File: src/hdl/ffea_pkg.sv
// Package with the types, codes and helper function of the first-fit extent allocator.
`timescale 1ns / 1ps
`default_nettype none
package ffea_pkg;

  localparam logic [1:0] MODE_WRITE = 2'd0;
  localparam logic [1:0] MODE_FREE  = 2'd1;
  localparam logic [1:0] MODE_READ  = 2'd2;

  localparam logic STATUS_OK       = 1'b0;
  localparam logic STATUS_NO_SPACE = 1'b1;

  localparam int SECTOR_W = 24;

  typedef struct packed {
    logic [1:0]  mode;
    logic [5:0]  entry_index;
    logic [31:0] size_bytes;
  } cmd_t;

  typedef struct packed {
    logic        status;
    logic [31:0] first_sector;
    logic [31:0] entry_size;
  } rsp_t;

  typedef struct packed {
    logic        live;
    logic        hit;
    logic [32:0] cand;
  } scan_tok_t;

  typedef struct packed {
    logic        valid;
    logic [31:0] start;
    logic [31:0] bytes;
  } extent_t;

  typedef enum logic [2:0] {
    ST_IDLE,
    ST_LOOKUP,
    ST_DECIDE,
    ST_SCAN,
    ST_DONE
  } state_t;

  function automatic logic [SECTOR_W-1:0] sectors_of(input logic [31:0] bytes);
    sectors_of = {1'b0, bytes[31:9]} + {{(SECTOR_W-1){1'b0}}, |bytes[8:0]};
  endfunction

endpackage
`default_nettype wire

File: src/hdl/ffea_cell.sv
// One table cell: holds an extent and tests the passing candidate against it.
`timescale 1ns / 1ps
`default_nettype none
module ffea_cell (
  input  wire logic                           clk,
  input  wire logic                           rst,
  input  wire logic                           sel,
  input  wire ffea_pkg::extent_t              wr,
  input  wire logic [ffea_pkg::SECTOR_W-1:0]  needed,
  input  wire ffea_pkg::scan_tok_t            tok_in,
  output ffea_pkg::scan_tok_t                 tok_out,
  output ffea_pkg::extent_t                   view
);

  logic        valid;
  logic [31:0] start;
  logic [31:0] bytes;
  logic [32:0] stop;
  logic        overlap;

  always_ff @(posedge clk) begin
    if (rst) begin
      valid <= 1'b0;
    end else if (sel) begin
      valid <= wr.valid;
    end
  end

  always_ff @(posedge clk) begin
    if (sel) begin
      start <= wr.start;
      bytes <= wr.bytes;
      stop  <= {1'b0, wr.start} + {9'd0, ffea_pkg::sectors_of(wr.bytes)};
    end
  end

  assign overlap = valid && (tok_in.cand < stop) &&
                   (({1'b0, tok_in.cand} + {10'd0, needed}) > {2'b00, start});

  always_ff @(posedge clk) begin
    if (rst) begin
      tok_out <= '0;
    end else begin
      tok_out.live <= tok_in.live;
      if (tok_in.live && overlap) begin
        tok_out.hit  <= 1'b1;
        tok_out.cand <= stop;
      end else begin
        tok_out.hit  <= tok_in.hit;
        tok_out.cand <= tok_in.cand;
      end
    end
  end

  always_comb begin
    view.valid = valid;
    view.start = start;
    view.bytes = bytes;
  end

endmodule
`default_nettype wire

File: config.mk
export PLATFORM = sky130hd
export DESIGN_NAME = ffea_cell
export DESIGN_NICKNAME = d
export VERILOG_FILES = /design/src/hdl/ffea_pkg.sv /design/src/hdl/ffea_cell.sv
export SDC_FILE = /design/constraint.sdc
export NUM_CORES = 1
export LEC_CHECK = 0
export ABC_CLOCK_PERIOD_IN_PS = 7200
export CAP_MARGIN = 10
export CORE_ASPECT_RATIO = 0.75
export CORE_UTILIZATION = 40
export CTS_CLUSTER_SIZE = 28
export DETAILED_ROUTE_END_ITERATION = 12
export DONT_BUFFER_PORTS = 1
export PLACE_DENSITY_LB_ADDON = 0.1
export SLEW_MARGIN = 10
export SYNTH_ARGS = -nofsm -noshare
export SYNTH_HDL_FRONTEND = slang
export SYNTH_SLANG_ARGS = --single-unit
export TNS_END_PERCENT = 10
File: constraint.sdc
create_clock -name clk -period 7.2 [get_ports clk]
set_input_delay 0.36 -clock clk [delete_from_list [all_inputs] [get_ports clk]]
set_output_delay 0.36 -clock clk [all_outputs]
set_load 0.02 [all_outputs]
==> results of run 1 <==
[state kept, by name, indices dropped and copies added, names as in the netlist]
signal	count
tok_out	35
stop	33
bytes	32
start	32
valid	1
[layout make-up]
cell class / count / area [um^2]
fill: 2001 / 11600
multi-input combinational: 592 / 4620
sequential: 133 / 3630
clock buffer: 17 / 425
tap: 288 / 360
inverter: 77 / 289
clock inverter: 15 / 170
timing repair buffer: 2 / 17.5
[per-layer routing]
metal / vias up / share of wire (%)
met5: - / 0
met4: 0 / 0.98
met3: 14 / 10
met2: 210 / 43
met1: 2803 / 45
li1: 2963 / -
[kinds of logic after synthesis]
kind of cell | synth area share, %
AOI/OAI and AO/OA | 14.6
adders and majority gates | 16.7
buffers and inverters | 4.23
and+or+nand+nor | 12.5
DFF | 42.2
muxes | 4.07
xor gates and xnor gates | 5.80
[cell usage after synthesis, drive strengths merged, types with 14 or more instances]
master	n	share of area (%)
ha	110	16
edfxtp	97	34
inv	77	3.4
nand2b	74	5.4
a21oi	52	3.2
xnor2	43	4.4
nor2	40	1.7
dfxtp	36	8.4
mux2i	35	4.1
a21o	33	2.9
o21ai	30	1.7
nand2	29	1.3
nand4	16	1.2
nand3	15	0.87
xor2	14	1.4
[final timing paths]
check                                        start                     to
worst max-delay path                     needed[0]  tok_out[4]$_SDFF_PP0_
worst min-delay path                        wr[61]    start[29]$_DFFE_PP_
worst max register to register  stop[18]$_DFFE_PP_  tok_out[4]$_SDFF_PP0_
worst min register to register   stop[3]$_DFFE_PP_  tok_out[3]$_SDFF_PP0_
[power breakdown]
part	total [mW]	internal, mW	switching [mW]
combinational	0.442	0.200	0.242
clock	0.891	0.520	0.370
sequential	0.996	0.906	0.0896
[repair_timing]
item / in CTS / in global routing
endpoints found under the hold margin: 2 / 0
hold buffers: 1 / 0
gates resized for setup: 0 / 0
==> key figures, run 1 <==
Routing
  • Routed Wire Length: 21400 um
  • Final antenna-violating net count: 0
  • Detailed Routing Iterations Pass 1: 4
  • Vias per inst: 5.33
  • DR vias: 5990
  • # DRC: 0
  • DRT iter0 DRCs: 358
  • Routed len/inst: 19.0 um

Placed design
  • I/O Buffers: 0
  • Final HPWL DP: 16900 um
  • Place WS: 1.42 ns
  • Placed Cells incl. Taps: 1091
  • Routability Congestion: 0.848
  • Area after DPL: 8910 um^2

Hold path
  • Hold/Removal Path Class: input port to flip-flop
  • Hold path cells: 0

Clocking
  • CTS tree: done
  • CTS H-Tree Depth: 4
  • Clk slew on worst S/H paths: 0.07 ns
  • Clk_lat worst skew: 0.43 ns
  • Cts bufs inserted: 17
  • Setup Buffers After CTS: 0
  • Clock sinks: 133
  • Clk buf depth: 2
  • Root Buffer: clkbuf_16

Worst setup path
  • CP Depth: 20
  • Critical Path RT: 7.54 ns
  • Critical Path Slowest Stage Cell: a21oi_4
  • Cell family with most CP delay: compound AO/OA/AOI/OAI gates
  • Startpoint types: input port
  • Kind of critical path: input port to flip-flop
  • CP arrival: 5.71 ns
  • Peak per-stage delay on the critical path: 0.64 ns
  • R2R setup slack: 3.58 ns
  • Worst Reg-to-Reg Cells: 12
  • Crit path max fanout: 20
  • CP bufs+invs: 1
  • Worst Setup End Kind: flip-flop
  • Crit-path cells: ha_1 > fa_1 > a211oi_2 > o21ai_1 > a2111o_1 > a31oi_1 > o21bai_1 > a21oi_1 > o21bai_1 > a21oi_1 > xnor2_1 > ha_1 > nand4_1 > nor4_1 > o31a_1 > o311a_1 > o21ai_0 > a21oi_4 > buf_4 > mux2i_1

Final layout
  • Inserted Diodes: 0
  • Non-Filler Instances: 1124
  • Most common cell after layout, fill and taps aside: ha_1
  • Area Growth Syn to Fin: 10.4%
  • Final instance area: 9510 um^2
  • Core Util, Final: 45.0%
  • Fraction of layout cells with a size suffix above 1: 4.67%
  • Most frequent cells in the layout: 110 x ha_1, 97 x edfxtp_1, 77 x inv_1, 74 x nand2b_1, 51 x a21oi_1
  • NumNets Final: 1063

Timing
  • Worst Slack Setup Final: 1.83 ns
  • Final hold violations: 0
  • FMAX: 0.186 GHz
  • Relative slew margins: 49.2%
  • RSZ-0062 raised after global routing: false
  • Final worst path period need: 5.37 ns
  • Final setup vio count: 0
  • Final Max Slew Viols: 0
  • Worst hold slack: 0.0256 ns
  • Final Cycle Share: 74.6%
  • Worst-Margin Slew: 0.761 ns
  • Setup Total Neg Slack: 0 ns
  • Clk_skew: 0.0132 ns

Synth
  • Ys async rst share: 0%
  • Synthesized net count: 1055
  • Post-synth cell types: 58
  • Mapped Area: 8610 um^2
  • Post-synth EDFFs: 97
  • Syn Area/Cell: 10.6 um^2
  • Mapped Cells: 815
  • #FFs+latches synth: 133
  • Main flop type after synthesis: edfxtp_1
  • Yosys warns: 0
  • Sequential share of the synthesized area: 42.2%

GRT
  • Top Usage Layer GRT: met2
  • GR Layer Usage met3: 8.64%
  • Total track usage: 20.0%
  • Met2 usage: 30.4%
  • First-pass GRT wire length: 33200 um
  • GRT overflow: 0
  • Vias in the first global route: 6122
  • Initial antenna violation count: 0
  • Largest net degree at the start of global routing: 99
  • Met1 usage: 26.0%

Pwr
  • Standby leakage power: 4.01 nW
  • Pwr dens: 245 nW/um^2
  • Total power: 2.33 mW
  • Worst IR Drop VDD: 0.142 mV

Floorplan
  • Die Height: 129 um
  • Die area: 22100 um^2
  • Die W: 171 um
  • Core Area: 21100 um^2
  • Num rows: 46
  • # IOs: 227
  • Initial Util: 40.8%

Job
  • Maxcap violations: 0

Status
  • Status: completed
No activity file was read; power rests on OpenSTA's default activity.
==> inputs of run 2 (changes only) <==
--- a/config.mk
+++ b/config.mk
@@ -5,7 +5,7 @@
 export SDC_FILE = /design/constraint.sdc
 export NUM_CORES = 1
 export LEC_CHECK = 0
-export ABC_CLOCK_PERIOD_IN_PS = 7200
+export ABC_CLOCK_PERIOD_IN_PS = 5500
 export CAP_MARGIN = 10
 export CORE_ASPECT_RATIO = 0.75
 export CORE_UTILIZATION = 40
==> constraint.sdc (replaced) <==
create_clock -name clk -period 5.5 [get_ports clk]
set_input_delay 0.275 -clock clk [delete_from_list [all_inputs] [get_ports clk]]
set_output_delay 0.275 -clock clk [all_outputs]
set_load 0.02 [all_outputs]
==> key figures, run 2 (synthesis gave the netlist of run 1 again) <==
Status
  • Status: completed

Worst setup path
  • Crit path max fanout: 9
  • R2R setup slack: 2.31 ns
  • Reg2reg start: stop[18]$_DFFE_PP_
  • Worst Setup SP: needed[0]
  • Worst Reg-to-Reg Cells: 12
  • Kind of critical path: input port to flip-flop
  • Critical Path RT: 5.84 ns
  • FF-to-FF End: tok_out[18]$_SDFF_PP0_
  • Startpoint types: input port
  • Worst Setup End Kind: flip-flop
  • CP arrival: 5.25 ns

Routing
  • Final antenna-violating net count: 0
  • Vias per inst: 5.19
  • Routed Wire Length: 22700 um
  • DRT iter0 DRCs: 233
  • Routed len/inst: 18.5 um
  • DR vias: 6355
  • # DRC: 0
  • Detailed Routing Iterations Pass 1: 6

Clocking
  • Root Buffer: clkbuf_16
  • Setup Buffers After CTS: 0
  • CTS H-Tree Depth: 4
  • Clk_lat worst skew: 0.42 ns
  • Clock sinks: 133
  • Cts bufs inserted: 17
  • Clk slew on worst S/H paths: 0.07 ns
  • CTS tree: done
  • Clk buf depth: 2

Job
  • Maxcap violations: 0

GRT
  • Total track usage: 21.2%
  • Vias in the first global route: 6561
  • Largest net degree at the start of global routing: 98
  • Initial antenna violation count: 0
  • GRT overflow: 0
  • First-pass GRT wire length: 35200 um

Timing
  • Setup Total Neg Slack: 0 ns
  • Clk_skew: 0.00977 ns
  • Final Max Slew Viols: 0
  • Worst hold slack: 0.0122 ns
  • FMAX: 0.204 GHz
  • Worst-Margin Slew: 0.730 ns
  • Final setup vio count: 0
  • Worst Slack Setup Final: 0.599 ns
  • Final hold violations: 0
  • Final Cycle Share: 89.1%
  • Final worst path period need: 4.90 ns
  • RSZ-0062 raised after global routing: false
  • Relative slew margins: 51.1%

Placed design
  • Routability Congestion: 0.843
  • Final HPWL DP: 17000 um
  • Place WS: 0.180 ns
  • I/O Buffers: 0

Floorplan
  • Die area: 22100 um^2
  • # IOs: 227
  • Initial Util: 40.8%
  • Core Area: 21100 um^2
  • Die Height: 129 um
  • Die W: 171 um
  • Num rows: 46

Final layout
  • Number of flip-flops in the largest register: 35
  • Leading registers by flop count: tok_out (35), stop (33)
  • Fraction of layout cells with a size suffix above 1: 4.49%
  • NumNets Final: 1163
  • Most frequent cells in the layout: 110 x ha_1, 98 x dlygate4sd3_1, 97 x edfxtp_1, 77 x inv_1, 74 x nand2b_1
  • Most common cell after layout, fill and taps aside: ha_1
  • Biggest register: tok_out
  • Inserted Diodes: 0
  • Number of fill cells: 1950
  • Area Growth Syn to Fin: 22.9%

Pwr
  • Switching fraction of total power: 29.4%
  • Pwr dens: 304 nW/um^2
  • Seq pwr share: 40.6%
  • Worst IR Drop VDD: 0.164 mV
  • Clk pwr share: 39.1%
  • Switch Pwr: 0.944 mW
  • Internal: 2.27 mW
  • Standby leakage power: 4.47 nW
  • Combinational share of power: 20.3%

Hold path
  • Hold Crit Start: tok_in[25]
  • Hold/Removal Path Class: input port to flip-flop
  • Hold path cells: 2
  • Hold Path End: tok_out[25]$_SDFF_PP0_
## run 2: cell types whose count changed in the layout (fill, tap and decap cells not counted)
cell,change
bufinv_16,+2
clkinv_2,-1
dlygate4sd3_1,+97
buf_4,+1
buf_12,+1
buf_16,+1
clkinvlp_4,-1
## run 2: timing repair
item / 4_1_cts / 5_1_grt
hold buffers: 97 / 2
hold endpoints to repair: 191 / 2
resized for setup: 0 / 0
## run 2: worst max-delay path by stage
stage	end	slack, ns	cells past startpoint
after global placement	tok_out[11]$_SDFF_PP0_	0.40	20
after floorplan	tok_out[10]$_SDFF_PP0_	1.22	20
after CTS	tok_out[18]$_SDFF_PP0_	0.60	20
final	tok_out[18]$_SDFF_PP0_	0.60	20
after detailed placement	tok_out[17]$_SDFF_PP0_	0.18	20
after global routing	tok_out[13]$_SDFF_PP0_	0.23	20
## run 2: critical path, cell delays in order
cell and delay [ns]:
ha_1 0.22, fa_1 0.45, a211oi_2 0.34, o21ai_1 0.17
a2111o_1 0.47, a31oi_1 0.31, o21bai_1 0.10, a21oi_1 0.23
o21bai_1 0.09, a21oi_1 0.18, xnor2_1 0.09, ha_1 0.27
nand4_1 0.11, nor4_1 0.45, o31a_1 0.23, o311a_1 0.14
o21ai_0 0.12, a21oi_4 0.49, buf_4 0.29, mux2i_1 0.21
## run 2: metrics by stage
stage                     utilization [%]  cells  instance area (um^2)  total power [mW]
after floorplan                         -    815                  8610              1.76
after global placement               42.3   1093                  8930              1.89
after detailed placement             42.3   1093                  8930              1.90
after CTS                            50.0   1222                 10600              3.25
after global routing                 50.1   1224                 10600              3.39
final                                50.1   1224                 10600              3.21
## run 2: per-layer routing
| layer | track usage [%] | share of wire [%] | up-vias |
|---|---|---|---|
| met5 | 0 | 0 | - |
| met4 | 5.09 | 0.96 | 0 |
| met3 | 7.73 | 8.5 | 14 |
| met1 | 28.5 | 47 | 2973 |
| met2 | 32.2 | 43 | 206 |
| li1 | - | - | 3162 |
## run 2: layout make-up
type	instances	area, um^2	share of cell area [%]
clock buffer	17	425	4.02
inverter	77	289	2.73
timing repair buffer	102	1040	9.86
multi-input combinational	592	4620	43.6
clock inverter	15	218	2.06
sequential	133	3630	34.3
tap	288	360	3.40
## run 2: power groups by stage
stage / Sequential, mW / Clock [mW] / Combinational [mW]
6_report: 1.31 / 1.26 / 0.651
5_1_grt: 1.32 / 1.33 / 0.743
4_1_cts: 1.31 / 1.29 / 0.651
3_5_place_dp: 1.33 / 0 / 0.572
3_3_place_gp: 1.33 / 0 / 0.565
2_1_floorplan: 1.31 / 0 / 0.457
==> inputs of run 3 (changes only) <==
--- a/config.mk
+++ b/config.mk
@@ -13,6 +13,7 @@
 export DETAILED_ROUTE_END_ITERATION = 12
 export DONT_BUFFER_PORTS = 1
 export PLACE_DENSITY_LB_ADDON = 0.1
+export RECOVER_POWER = 25
 export SLEW_MARGIN = 10
 export SYNTH_ARGS = -nofsm -noshare
 export SYNTH_HDL_FRONTEND = slang
==> key figures, run 3 (synthesis gave the netlist of run 1 again) <==
Pwr
  • Clk pwr share: 39.1%
  • Combinational share of power: 20.2%
  • Switching fraction of total power: 29.3%
  • Seq pwr share: 40.8%
  • Worst IR Drop VDD: 0.164 mV
  • Switch Pwr: 0.944 mW
  • Pwr dens: 305 nW/um^2
  • Total power: 3.22 mW
  • Standby leakage power: 4.46 nW
  • Internal: 2.27 mW

Worst setup path
  • Cell family with most CP delay: compound AO/OA/AOI/OAI gates
  • Crit path max fanout: 9
  • FF-to-FF End: tok_out[18]$_SDFF_PP0_
  • Kind of critical path: input port to flip-flop
  • Startpoint types: input port
  • Worst Setup End Kind: flip-flop
  • CP arrival: 5.25 ns
  • Crit-path cells: ha_1 > fa_1 > a211oi_2 > o21ai_1 > a2111o_1 > a31oi_1 > o21bai_1 > a21oi_1 > o21bai_1 > a21oi_1 > xnor2_1 > ha_1 > nand4_1 > nor4_1 > o31a_1 > o311a_1 > o21ai_0 > a21oi_4 > buf_4 > mux2i_1
  • Peak per-stage delay on the critical path: 0.49 ns
  • CP Depth: 20
  • R2R setup slack: 2.30 ns
  • Reg2reg start: stop[18]$_DFFE_PP_
  • Critical Path RT: 5.84 ns
  • Worst Reg-to-Reg Cells: 12
  • Critical Path Slowest Stage Cell: a21oi_4
  • CP bufs+invs: 1

Placed design
  • I/O Buffers: 0
  • Placed Cells incl. Taps: 1093
  • Area after DPL: 8930 um^2
  • Routability Congestion: 0.843
  • Final HPWL DP: 17000 um

GRT
  • Initial antenna violation count: 0
  • Vias in the first global route: 6561
  • Largest net degree at the start of global routing: 98
  • First-pass GRT wire length: 35200 um
  • Total track usage: 21.2%
  • GRT overflow: 0

Routing
  • Detailed Routing Iterations Pass 1: 6
  • Final antenna-violating net count: 0
  • # DRC: 0
  • Routed Wire Length: 22700 um
  • Vias per inst: 5.19
  • Routed len/inst: 18.5 um
  • DR vias: 6356
  • DRT iter0 DRCs: 233

Clocking
  • CTS resizes: 0
  • Clk slew on worst S/H paths: 0.07 ns
  • Setup Buffers After CTS: 0
  • Cts bufs inserted: 17
  • CTS Hold Buffers Added: 97
  • Clk_lat worst skew: 0.42 ns
  • Clock sinks: 133
  • Root Buffer: clkbuf_16
  • CTS H-Tree Depth: 4
  • CTS tree: done
  • Clk buf depth: 2

Timing
  • Final setup vio count: 0
  • FMAX: 0.204 GHz
  • Final hold violations: 0
  • Final Cycle Share: 89.1%
  • Setup Total Neg Slack: 0 ns
  • Relative slew margins: -263%
  • RSZ-0062 raised after global routing: false
  • Worst-Margin Slew: 5.44 ns
  • Clk_skew: 0.00977 ns
  • Final worst path period need: 4.90 ns
  • Final Max Slew Viols: 98

Hold path
  • Hold path cells: 2
  • Hold/Removal Path Class: input port to flip-flop
  • Hold Crit Start: tok_in[25]
  • Hold Path End: tok_out[25]$_SDFF_PP0_

Floorplan
  • Initial Util: 40.8%
  • # IOs: 227
  • Die area: 22100 um^2
  • Die W: 171 um
  • Num rows: 46
  • Die Height: 129 um
  • Core Area: 21100 um^2

Final layout
  • Inserted Diodes: 0
  • Fraction of layout cells with a size suffix above 1: 4.38%
  • Leading registers by flop count: tok_out (35), stop (33)
  • Core Util, Final: 50.0%
  • Non-Filler Instances: 1224
  • Area Growth Syn to Fin: 22.6%
  • Biggest register: tok_out
  • Number of flip-flops in the largest register: 35
  • Most frequent cells in the layout: 110 x ha_1, 98 x dlygate4sd3_1, 97 x edfxtp_1, 77 x inv_1, 74 x nand2b_1
  • Most common cell after layout, fill and taps aside: ha_1
  • NumNets Final: 1163
  • Final instance area: 10600 um^2

Job
  • Maxcap violations: 1

Status
  • Failing checks: max-capacitance violations, max-slew violations
  • Status: complete, but fails checks
## run 3: changes by cell type in the layout (fill, tap and decap cells not counted)
cell,change
buf_16,-1
clkbuf_1,+1
## run 3: cell type report
| type | instances | area, um^2 |
|---|---|---|
| fillers | 1952 | 10600 |
| multi-input cells | 592 | 4620 |
| flip-flops and latches | 133 | 3630 |
| repair buffers | 102 | 1020 |
| clock buffers | 17 | 425 |
| well taps | 288 | 360 |
| inverters | 77 | 289 |
| clock inverters | 15 | 218 |
## run 3: layer usage
| layer | track usage, % | vias to the layer above | share of wire (%) |
|---|---|---|---|
| met4 | 5.09 | 0 | 0.96 |
| met2 | 32.2 | 204 | 43 |
| met1 | 28.5 | 2976 | 47 |
| li1 | - | 3162 | - |
| met3 | 7.73 | 14 | 8.5 |
| met5 | 0 | - | 0 |
## run 3: worst register-to-register path, stage by stage (launching register included)
cell	delay, ns
edfxtp_1	0.40
inv_1	0.07
ha_1	0.23
a21o_1	0.16
a21o_1	0.17
a21oi_1	0.22
o21ai_0	0.17
a221oi_1	0.32
nor2_1	0.10
a211o_1	0.31
a21oi_4	0.45
buf_4	0.30
mux2i_1	0.21
## run 3: worst max path at each step
stage,from,endpoint
floorplan,needed[0],tok_out[10]$_SDFF_PP0_
global placement,needed[0],tok_out[11]$_SDFF_PP0_
detailed placement,needed[0],tok_out[17]$_SDFF_PP0_
CTS,needed[0],tok_out[18]$_SDFF_PP0_
global route,needed[0],tok_out[13]$_SDFF_PP0_
finish,needed[0],tok_out[18]$_SDFF_PP0_
## run 3: stage by stage
stage	setup slack, ns	hold slack, ns
global placement	0.396	0.353
global route	0.229	0.00626
finish	0.599	0.0122
detailed placement	0.180	0.355
CTS	0.604	0.000913
floorplan	1.22	0.374
## run 3: power by group through the flow
stage	clock, mW	combinational (mW)	sequential [mW]
6_report	1.26	0.649	1.31
5_1_grt	1.33	0.741	1.33
4_1_cts	1.29	0.651	1.31
3_5_place_dp	0	0.572	1.33
3_3_place_gp	0	0.565	1.33
2_1_floorplan	0	0.457	1.31
